`src/k_sorted_stream_sorter_defines.svh`:
```
// Assertion macros shared by the k-sorted stream sorter RTL.
// No dependencies; included by the top level only.
`ifndef K_SORTED_STREAM_SORTER_DEFINES_SVH
`define K_SORTED_STREAM_SORTER_DEFINES_SVH

// Same-cycle implication, checked at every rising clock edge outside reset.
`define SKS_ASSERT_IMPL(label, clk, rst, ante, cons) \
   label: assert property (@(posedge clk) disable iff (rst) (ante) |-> (cons)) \
      else $error("k_sorted_stream_sorter: same-cycle check failed");

// Next-cycle implication, checked at every rising clock edge outside reset.
`define SKS_ASSERT_NEXT(label, clk, rst, ante, cons) \
   label: assert property (@(posedge clk) disable iff (rst) (ante) |=> (cons)) \
      else $error("k_sorted_stream_sorter: next-cycle check failed");

`endif

```
`src/sks_pkg.sv`:
```
// Shared types and constants for the k-sorted stream sorter.
// No dependencies; used by sks_cell, k_sorted_stream_sorter and the bench.
package sks_pkg;

   localparam int ValueWidth = 32;

   typedef logic signed [ValueWidth-1:0] sks_value_type;

   // Operation broadcast to every cell of the window chain at once.
   typedef struct packed {
      logic insert;  // place the incoming value into the ascending chain
      logic pop;     // remove the head and shift every value one cell down
   } sks_op_type;

endpackage

```
`src/sks_cell.sv`:
```
// One cell of the sorted window chain: a value register and its valid bit.
// Depends on sks_pkg.
module sks_cell (
   input  logic                  clock,
   input  logic                  reset,
   input  logic                  at_head,
   input  sks_pkg::sks_op_type    op,
   input  sks_pkg::sks_value_type new_value,
   input  sks_pkg::sks_value_type prev_value,
   input  logic                  prev_valid,
   input  logic                  prev_le,
   input  sks_pkg::sks_value_type next_value,
   input  logic                  next_valid,
   input  logic                  next_le,
   output sks_pkg::sks_value_type value,
   output logic                  valid,
   output logic                  le
);
   import sks_pkg::*;

   sks_value_type value_ff;
   sks_value_type value_in;
   logic          valid_ff;
   logic          valid_in;

   // A held value stays ahead of the new one when it is not greater, so a new
   // value lands after equal held values.
   assign le    = valid_ff && (value_ff <= new_value);
   assign value = value_ff;
   assign valid = valid_ff;

   always_comb begin
      value_in = value_ff;
      valid_in = valid_ff;
      priority if (op.pop && op.insert) begin
         // The chain is full: this cell sees the shifted chain, where its
         // lower neighbor is its own old value. The head has no lower
         // neighbor left after the pop, so the new value goes there unless
         // the next value precedes it.
         if (next_le) begin
            value_in = next_value;
         end else if (le || at_head) begin
            value_in = new_value;
         end else begin
            value_in = value_ff;
         end
      end else if (op.pop) begin
         value_in = next_value;
         valid_in = next_valid;
      end else if (op.insert) begin
         if (!le) begin
            if (prev_le) begin
               value_in = new_value;
            end else begin
               value_in = prev_value;
            end
         end
         valid_in = valid_ff | prev_valid;
      end else begin
         value_in = value_ff;
         valid_in = valid_ff;
      end
   end

   always_ff @(posedge clock) begin
      if (reset) begin
         valid_ff <= 1'b0;
      end else begin
         valid_ff <= valid_in;
      end
   end

   always_ff @(posedge clock) begin
      value_ff <= value_in;
   end

endmodule

```
`src/k_sorted_stream_sorter.sv`:
```
// Top level of the k-sorted stream sorter: a chain of sorting cells plus
// the output register. Depends on sks_pkg, sks_cell and the defines header.
//
// Usage: values of a nearly sorted stream arrive on the req_ channel, one
// transaction per value, with req_end_of_stream marking the last one. The
// sorted values leave on the rsp_ channel; rsp_final_output marks the last
// value of a stream. Each value must lie at most DISPLACEMENT places from
// its sorted position for the output to be sorted.
// The window is a chain of DISPLACEMENT+1 cells kept in ascending order.
// Every cell compares its own value with the incoming one and takes its own,
// the new, or a neighbor's value, so all cells update together on insertion.
// Throughput: one input transaction per cycle while the stream flows. Once
// the window is full, an accepted value also loads the smallest held value
// into the output register in the same cycle.
// At the end of a stream the block stops accepting and drains the window,
// one value per cycle unless the receiver stalls, until all held values
// (at most DISPLACEMENT+1) are out; the next transaction starts a new stream.
// When the receiver stalls, the output register holds its value; input is
// still taken while the window has room, and stalled once it is full.
// Reset empties the window and the output register; no clearing pass is
// needed since only the valid bits reset.
`include "k_sorted_stream_sorter_defines.svh"

module k_sorted_stream_sorter #(
   parameter int DISPLACEMENT = 7
) (
   input  logic                   clock,
   input  logic                   reset,
   input  logic                   req_valid,
   output logic                   req_stall,
   input  sks_pkg::sks_value_type req_sample_value,
   input  logic                   req_end_of_stream,
   output logic                   rsp_valid,
   input  logic                   rsp_stall,
   output sks_pkg::sks_value_type rsp_sorted_value,
   output logic                   rsp_final_output
);
   import sks_pkg::*;

   localparam int WindowSize = DISPLACEMENT + 1;

   // Per-cell views, with one extra empty position above the last cell so
   // that the chain ends in a neighbor that holds nothing.
   sks_value_type         cell_value [0:WindowSize];
   logic [WindowSize:0]   cell_valid;
   logic [WindowSize:0]   cell_le;

   sks_op_type    op;
   logic          window_full;
   logic          out_free;
   logic          accept;
   logic          drain_pop;
   logic          emit;
   logic          last_held;

   logic          draining_ff;
   logic          draining_in;
   logic          rsp_valid_ff;
   logic          rsp_valid_in;
   sks_value_type rsp_value_ff;
   logic          rsp_final_ff;
   logic          rsp_final_in;

   assign cell_value[WindowSize] = '0;
   assign cell_valid[WindowSize] = 1'b0;
   assign cell_le[WindowSize]    = 1'b0;

   // The chain is full when its top cell holds a value, and the head is the
   // only value left when the cell above it is empty.
   assign window_full = cell_valid[WindowSize-1];
   assign last_held   = !cell_valid[1];

   // The output register can take a value when it is empty or being read.
   assign out_free  = !rsp_valid_ff || !rsp_stall;
   assign req_stall = draining_ff || (window_full && !out_free);
   assign accept    = req_valid && !req_stall;
   assign drain_pop = draining_ff && out_free;
   assign emit      = (accept && window_full) || drain_pop;

   assign op.insert = accept;
   assign op.pop    = emit;

   for (genvar i = 0; i < WindowSize; i++) begin : g_cell
      sks_value_type prev_value;
      logic          prev_valid;
      logic          prev_le;

      if (i == 0) begin : g_head
         // The head has nothing below it: a new value that no held value
         // precedes goes here.
         assign prev_value = req_sample_value;
         assign prev_valid = 1'b1;
         assign prev_le    = 1'b1;
      end else begin : g_body
         assign prev_value = cell_value[i-1];
         assign prev_valid = cell_valid[i-1];
         assign prev_le    = cell_le[i-1];
      end

      sks_cell u_cell (
         .clock      (clock),
         .reset      (reset),
         .at_head    (i == 0),
         .op         (op),
         .new_value  (req_sample_value),
         .prev_value (prev_value),
         .prev_valid (prev_valid),
         .prev_le    (prev_le),
         .next_value (cell_value[i+1]),
         .next_valid (cell_valid[i+1]),
         .next_le    (cell_le[i+1]),
         .value      (cell_value[i]),
         .valid      (cell_valid[i]),
         .le         (cell_le[i])
      );
   end

   // A stream ends with a drain of the whole window; the drain stops once the
   // last held value has gone to the output register.
   always_comb begin
      draining_in = draining_ff;
      priority if (accept && req_end_of_stream) begin
         draining_in = 1'b1;
      end else if (drain_pop && last_held) begin
         draining_in = 1'b0;
      end else begin
         draining_in = draining_ff;
      end
   end

   always_comb begin
      rsp_valid_in = rsp_valid_ff;
      priority if (emit) begin
         rsp_valid_in = 1'b1;
      end else if (!rsp_stall) begin
         rsp_valid_in = 1'b0;
      end else begin
         rsp_valid_in = rsp_valid_ff;
      end
   end

   // Only a drain can hand out the final value; a pop forced by a full
   // window always leaves values behind.
   assign rsp_final_in = drain_pop && last_held;

   always_ff @(posedge clock) begin
      if (reset) begin
         draining_ff  <= 1'b0;
         rsp_valid_ff <= 1'b0;
      end else begin
         draining_ff  <= draining_in;
         rsp_valid_ff <= rsp_valid_in;
      end
   end

   always_ff @(posedge clock) begin
      if (emit) begin
         rsp_value_ff <= cell_value[0];
         rsp_final_ff <= rsp_final_in;
      end
   end

   assign rsp_valid        = rsp_valid_ff;
   assign rsp_sorted_value = rsp_value_ff;
   assign rsp_final_output = rsp_final_ff;

   // The held values always sit in a contiguous run starting at the head.
   `SKS_ASSERT_IMPL(a_window_contiguous, clock, reset, 1'b1,
      $onehot(cell_valid + {{WindowSize{1'b0}}, 1'b1}))
   // A drain never runs on an empty window.
   `SKS_ASSERT_IMPL(a_drain_nonempty, clock, reset, draining_ff, cell_valid[0])
   // The end of a stream always starts a drain.
   `SKS_ASSERT_NEXT(a_end_starts_drain, clock, reset, accept && req_end_of_stream,
      draining_ff)
   // A full window never takes a value without room for the popped head.
   `SKS_ASSERT_IMPL(a_full_pop_has_room, clock, reset, accept && window_full,
      out_free && !draining_ff)

endmodule

```
`config.mk`:
```
export PLATFORM = sky130hd
export DESIGN_NAME = k_sorted_stream_sorter
export DESIGN_NICKNAME = d
export VERILOG_FILES = /design/src/sks_pkg.sv /design/src/sks_cell.sv /design/src/k_sorted_stream_sorter.sv
export VERILOG_INCLUDE_DIRS = /design/src /design/src/src
export SDC_FILE = /design/constraint.sdc
export NUM_CORES = 1
export LEC_CHECK = 0
export ABC_AREA = 1
export BUFFER_PORTS_ARGS = -buffer_cell sky130_fd_sc_hd__buf_4
export CORE_UTILIZATION = 36
export DETAILED_ROUTE_END_ITERATION = 16
export PLACE_DENSITY = 0.49
export RECOVER_POWER = 100
export SLEW_MARGIN = 20
export SYNTH_ARGS = -nofsm -noshare
export SYNTH_HDL_FRONTEND = slang
export SYNTH_HIERARCHICAL = 1
export SYNTH_SLANG_ARGS = --single-unit
```
`constraint.sdc`:
```
create_clock -name clock -period 6.8 [get_ports clock]
set_input_delay 0.34 -clock clock [delete_from_list [all_inputs] [get_ports clock]]
set_output_delay 0.34 -clock clock [all_outputs]
set_load 0.02 [all_outputs]
```
# Yosys cells after proc, flatten, opt, wreduce, memory -nomap -nowiden
# Index checks and enable logic that the tools add are counted.
[totals] register_bits=299 inputBits=37 output_inout_bits=35 word_cells=131
[op_classes] magnitude_cmp=8 n_eq_ne=4 mux=61 bitwise=8 reduce_logical=30
[ops] cell="2-to-1 mux 32 bit" n=41
[ops] cell="<= comparator 32 bit" n=8
[ops] cell="2-to-1 mux 1 bit" n=20
[ops] cell="logical AND 1 bit" n=15
[ops] cell="AND reduction 2 bit" n=4
[ops] cell="bitwise OR 1 bit" n=7
[ops] cell="!= test 3 bit, second input constant" n=2
[ops] cell="zero test 1 bit" n=5
[ops] cell="!= test 2 x 1 -> 1 bit, second input constant" n=2
[ops] cell="nonzero test 2 bit" n=2
[ops] cell="logical OR 1 bit" n=3
[ops] cell="nonzero test 3 bit" n=1
[ops] cell="NOT 1 bit" n=1

# Depth between registers and ports, before layout
[depth] word_depth=12 mapped_depth=22

# Cells and area by module
# The synthesis kept the hierarchy.
[modules_own_cells] mod="sks_cell at g_cell[0].u_cell ..." instances=6 cells_per_inst=410 area_each_um2=3064.2 seq_area_each_um2=980.9
[modules_own_cells] mod="sks_cell at g_cell[7].u_cell" instances=1 cells_per_inst=410 area_each_um2=3080.5 seq_area_each_um2=980.9
[modules_own_cells] mod="sks_cell at g_cell[1].u_cell" instances=1 cells_per_inst=410 area_each_um2=3079.2 seq_area_each_um2=980.9
[modules_own_cells] mod="k_sorted_stream_sorter" instances=1 cells_per_inst=55 area_each_um2=1128.6 seq_area_each_um2=1031.0

# Worst setup path before layout
# OpenSTA, ideal clock, no wires.
[synth_timing] path_kind="reg2reg" from="register rsp_valid_ff (netlist: rsp_valid)" to="register g_cell[7].u_cell.value_ff[0] (enable)" setup_time_ns=0.422 arrival_ns=5.835 t_required_ns=6.378 setup_slack_ns=0.543 path_stages_with_launch=10 n_path_buf=1 cell_sequence="dfxtp_1 > nand2_1 > inv_1 > o21ai_1 > ha_1 > nor2_1 > buf_4 > nand3_2 > nand2_1 > nor2_1"
[synth_via] elab_chain_len=12 elab_cells_between_ends=14 classes_between="eq/ne: 1; reduce/logical: 13"
[synth_rtl] element="start, declared" line="k_sorted_stream_sorter.sv:58" rtl="logic rsp_valid_ff;"
[synth_rtl] element="start signal, assigned" line="k_sorted_stream_sorter.sv:152" rtl="rsp_valid_ff <= rsp_valid_in;"
[synth_rtl] element="zero test 1 bit *" line="k_sorted_stream_sorter.sv:74" rtl="assign out_free = !rsp_valid_ff || !rsp_stall;"
[synth_rtl] element="logical OR 1 bit *" line="k_sorted_stream_sorter.sv:74"
[synth_rtl] element="zero test 1 bit" line="k_sorted_stream_sorter.sv:75" rtl="assign req_stall = draining_ff || (window_full && !out_free);"
[synth_rtl] element="logical AND 1 bit" line="k_sorted_stream_sorter.sv:75"
[synth_rtl] element="logical OR 1 bit" line="k_sorted_stream_sorter.sv:75"
[synth_rtl] element="zero test 1 bit" line="k_sorted_stream_sorter.sv:76" rtl="assign accept = req_valid && !req_stall;"
[synth_rtl] element="logical AND 1 bit" line="k_sorted_stream_sorter.sv:76"
[synth_rtl] element="logical AND 1 bit" line="k_sorted_stream_sorter.sv:78" rtl="assign emit = (accept && window_full) || drain_pop;"
[synth_rtl] element="logical OR 1 bit *" line="k_sorted_stream_sorter.sv:78"
[synth_rtl] element="named net emit" line="k_sorted_stream_sorter.sv:53" rtl="logic emit;"
[synth_rtl] element="logical AND 1 bit" line="sks_cell.sv:35" rtl="priority if (op.pop && op.insert) begin"
[synth_rtl] element="!= test 2 x 1 -> 1 bit (no source line) or nonzero test 3 bit (tied branches)"
[synth_rtl] element="AND reduction 2 bit (no source line) *"
[synth_rtl] element="end signal, assigned" line="sks_cell.sv:74" rtl="value_ff <= value_in;"
[synth_rtl] element="end, declared" line="sks_cell.sv:21" rtl="sks_value_type value_ff;"
# The timed path passes the listed nets; every way through them passes the cells marked *.
# A chain may end at the register's enable or synchronous reset.

# Final worst setup path
[layout_timing] from="register g_cell[7].u_cell.valid_ff" to="register g_cell[6].u_cell.value_ff[28] (data pin)"
[layout_via] elab_chain_len=8 elab_cells_between_ends=11 classes_between="mux: 3; reduce/logical: 8"
[layout_rtl] element="start, declared" line="sks_cell.sv:23" rtl="logic valid_ff;"
[layout_rtl] element="start signal, assigned" line="sks_cell.sv:69" rtl="valid_ff <= valid_in;"
[layout_rtl] element="logical AND 1 bit *" line="k_sorted_stream_sorter.sv:75"
[layout_rtl] element="logical OR 1 bit *" line="k_sorted_stream_sorter.sv:75"
[layout_rtl] element="zero test 1 bit *" line="k_sorted_stream_sorter.sv:76"
[layout_rtl] element="logical AND 1 bit *" line="k_sorted_stream_sorter.sv:76"
[layout_rtl] element="named net accept" line="k_sorted_stream_sorter.sv:51" rtl="logic accept;"
[layout_rtl] element="logical AND 1 bit *" line="k_sorted_stream_sorter.sv:78"
[layout_rtl] element="logical OR 1 bit *" line="k_sorted_stream_sorter.sv:78"
[layout_rtl] element="named net emit" line="k_sorted_stream_sorter.sv:53"
[layout_rtl] element="2-to-1 mux 32 bit or logical AND 1 bit (tied branches)" line="sks_cell.sv:47, sks_cell.sv:35"
[layout_rtl] element="2-to-1 mux 32 bit *" line="sks_cell.sv:35"
[layout_rtl] element="named net g_cell[6].u_cell.value_in[28]" line="sks_cell.sv:22" rtl="sks_value_type value_in;"
[layout_rtl] element="end signal, assigned" line="sks_cell.sv:74"
[layout_rtl] element="end, declared" line="sks_cell.sv:21"
# Marked as above.

==> impl_metrics.env <==
export IMPL_status="complete, but fails checks"
export IMPL_failed_checks="max-capacitance violations, max-slew violations"
export IMPL_maxCapViolCount=6
export IMPL_grt_max_degree=67
export IMPL_syn_to_final_growth_pct=10.79
export IMPL_rsz0062_at_grt="no"
export IMPL_grtUsageTotal_pct=22.62
export IMPL_crit_family="simple AND/OR/NAND/NOR gates"
export IMPL_worst_hold_path_type="in2reg"
export IMPL_start_util_pct=36.53
export IMPL_dpl_hpwl_um=60970
export IMPL_cp_slowest_stage_delay_ns=2.08
export IMPL_cp_max_fo=34
export IMPL_synth_edf_count=289
export IMPL_via_count=23542
export IMPL_critPathBufInv=3
export IMPL_finalHoldViolCount=0
export IMPL_yosysTopAreaCell="edfxtp_1"
export IMPL_grt_overflow_total=0
export IMPL_synthCells=3335
export IMPL_synth_seq_area_share_pct=34.58
export IMPL_fmax_ghz=0.1804
export IMPL_synth_top_area_share_pct=33.80
export IMPL_drt_total_wl_um=82940
export IMPL_critPathCaptureType="register"
export IMPL_numCtsBuffers=42
export IMPL_clk_path_buf_depth=3
export IMPL_setup_viol=0
export IMPL_grt_pass1_wl_um=126800
export IMPL_wl_per_cell_um=18.99
export IMPL_place_congestion=0.9100
export IMPL_cts_hold_buf=0
export IMPL_ys_flop_type="edfxtp_1"
export IMPL_fin_util_pct=40.48
export IMPL_first_pass_iters=8
export IMPL_crit_path_cell_trace="nand3_1, nand2_1, nor2_4, clkbuf_1, nand2_1, o21ai_0, clkbuf_1, ha_1, buf_4, nor2_1, nand2_1, nand3_1"
export IMPL_syn_area_mm2=0.02567
export IMPL_synth_seq_cells=299
export IMPL_viasPerCell=5.391
export IMPL_synth_warnings=6
export IMPL_yosys_top_cells_area="edfxtp_1 34%, nand2_1 14%, ha_1 13%, o211ai_1 12%, inv_1 5.2%"
export IMPL_min_period_over_period_pct=81.52
export IMPL_drc=0
export IMPL_fp_row_count=97
export IMPL_cts_reportedPaths_clkPinSlew_ns=0.05
export IMPL_antenna_found_initial=0
export IMPL_grt_pass1_vias=21361
export IMPL_fin_skew_ns=0.02194
export IMPL_port_buffers=71
export IMPL_io_pins=72
export IMPL_drtIter0Drc=2017
export IMPL_max_vdd_ir_drop_mv=0.1630
export IMPL_timing_setup_tns_ns=0
export IMPL_power_leakage_nw=12.60
export IMPL_asyncSetResetFlopFracSynth_pct=0
export IMPL_finalMaxSlewViolations=185
export IMPL_die_area_mm2=0.07239
export IMPL_cts_sinks=299
export IMPL_worstSkewPairLatency_ns=0.58
export IMPL_min_period_ns=5.543
export IMPL_cp_arrival_ns=5.96
export IMPL_cts_root_buf="clkbuf_16"
export IMPL_relSlewSlack_pct=-84.32
export IMPL_syn_area_per_cell_um2=7.698
export IMPL_cp_common_cell="nand2_1"
export IMPL_cts_resized=0
export IMPL_ant_nets=0
export IMPL_worstSetupPathType="reg2reg"
export IMPL_power_density_mw_per_mm2=295.1
export IMPL_finalNetCount=3702
export IMPL_ys_types=33
export IMPL_tightest_slew_ns=2.755
export IMPL_post_cts_setup_buffer_count=0
export IMPL_cts_tree="yes"
export IMPL_core_area_mm2=0.07027
export IMPL_synth_top_cells_by_count="980 x nand2_1, 423 x o211ai_1, 355 x inv_1"
export IMPL_required_ns=7.21
export IMPL_h_tree_depth=2
export IMPL_critical_path_slowest_cell="nor2_1"
export IMPL_drive_above_1_share_pct=6.159
export IMPL_yosysMostFrequentCell="nand2_1"
export IMPL_die_height_um=269.1
export IMPL_die_x_um=269.1
export IMPL_critPathLaunchType="register"
-- layout make-up --
cell class,instances,area [um^2]
clock inverter,12,75.07
clock buffer,65,1261
tap,940,1176
fill,7078,41830
antenna,1,2.502
sequential,299,8879
timing repair buffer,116,721.9
inverter,381,1435
multi-input combinational,2553,14890
-- layout by cell type, fill, tap and decap left out, types with 9 or more instances in the layout --
| master | synthesis | final |
|---|---|---|
| a21o_1 | 9 | 9 |
| nand4_1 | 11 | 11 |
| nand2_2 | 10 | 9 |
| inv_1 | 355 | 349 |
| nand2_1 | 980 | 981 |
| clkinv_1 | 8 | 16 |
| nor2_2 | 20 | 23 |
| nand3_1 | 229 | 232 |
| buf_4 | 8 | 70 |
| inv_2 | 18 | 20 |
| ha_1 | 272 | 272 |
| nand3_2 | 16 | 13 |
| edfxtp_1 | 289 | 289 |
| a21oi_1 | 210 | 210 |
| nor2_1 | 104 | 99 |
| a211o_1 | 45 | 45 |
| clkbuf_16 | 0 | 45 |
| nor3_1 | 10 | 10 |
| o21ai_0 | 100 | 103 |
| dfxtp_1 | 10 | 10 |
| clkbuf_1 | 89 | 59 |
| o211ai_1 | 423 | 423 |
| o21a_1 | 14 | 14 |
| conb_1 | 2 | 77 |
-- routing by layer --
| metal | global-route usage (%) | vias up | routed length [um] | part of all wire [%] |
|---|---|---|---|---|
| li1 | - | 11706 | - | - |
| met1 | 34.01 | 11032 | 40950 | 49 |
| met2 | 34.72 | 724 | 35660 | 43 |
| met3 | 2.575 | 80 | 5004 | 6.0 |
| met4 | 4.223 | 0 | 1319 | 1.6 |
| met5 | 0 | - | 0 | 0 |
-- kinds of logic (layout without fill, tap and decap cells) --
logic type,count (synthesis),count (layout),share of synthesized area (%)
buffers and inverters,558,574,8.524
AO/OA/AOI/OAI,812,812,20.87
flip-flops,299,299,34.58
AND/OR/NAND/NOR,1392,1392,22.73
adder cells (fa/ha/maj),272,272,13.26
other,2,78,0.02925
-- worst paths after layout --
check | slack, ns | startpoint | end | depth (start not counted)
worst max-delay path | 1.26 | g_cell[7].u_cell/valid | g_cell[6].u_cell/value[28] | 12
worst min-delay path | 0.06 | req_end_of_stream | draining_ff | 3
worst max register to register | 1.26 | g_cell[7].u_cell/valid | g_cell[6].u_cell/value[28] | 12
worst min register to register | 0.51 | draining_ff | draining_ff | 2
-- power breakdown --
group	switching [mW]	leakage [nW]	internal, mW
Clock	0.888	0.653	1.31
Combinational	1.76	9.04	1.06
Sequential	0.637	2.91	2.74
Total	3.29	12.6	5.10
-- metrics by stage --
stage / cell area (um^2) / hold slack (ns) / instances / worst slack (ns) / power, mW
3_5_place_dp: 27310 / 0.4970 / 4288 / 2.366 / 6.221
6_report: 28440 / 0.06118 / 4367 / 1.257 / 8.393
3_3_place_gp: 27310 / 0.4930 / 4288 / 2.374 / 6.121
5_1_grt: 28440 / 0.06711 / 4366 / 1.009 / 8.974
4_1_cts: 28650 / 0.02450 / 4365 / 2.383 / 8.468
2_1_floorplan: 25950 / 0.4091 / 3410 / 0.5431 / 5.219
-- state kept, by name, summed over array words and instances, names as in the netlist --
register and flops:
draining_ff 1, g_cell.u_cell/valid 8, g_cell.u_cell/value 256, rsp_final_output 1
rsp_sorted_value 32, rsp_valid 1
-- tightest hold or removal path: stages --
cell and delay [ns]:
buf_4 0.11, nand4_1 0.07, a21oi_1 0.05
(Power assumes the default switching activity.)
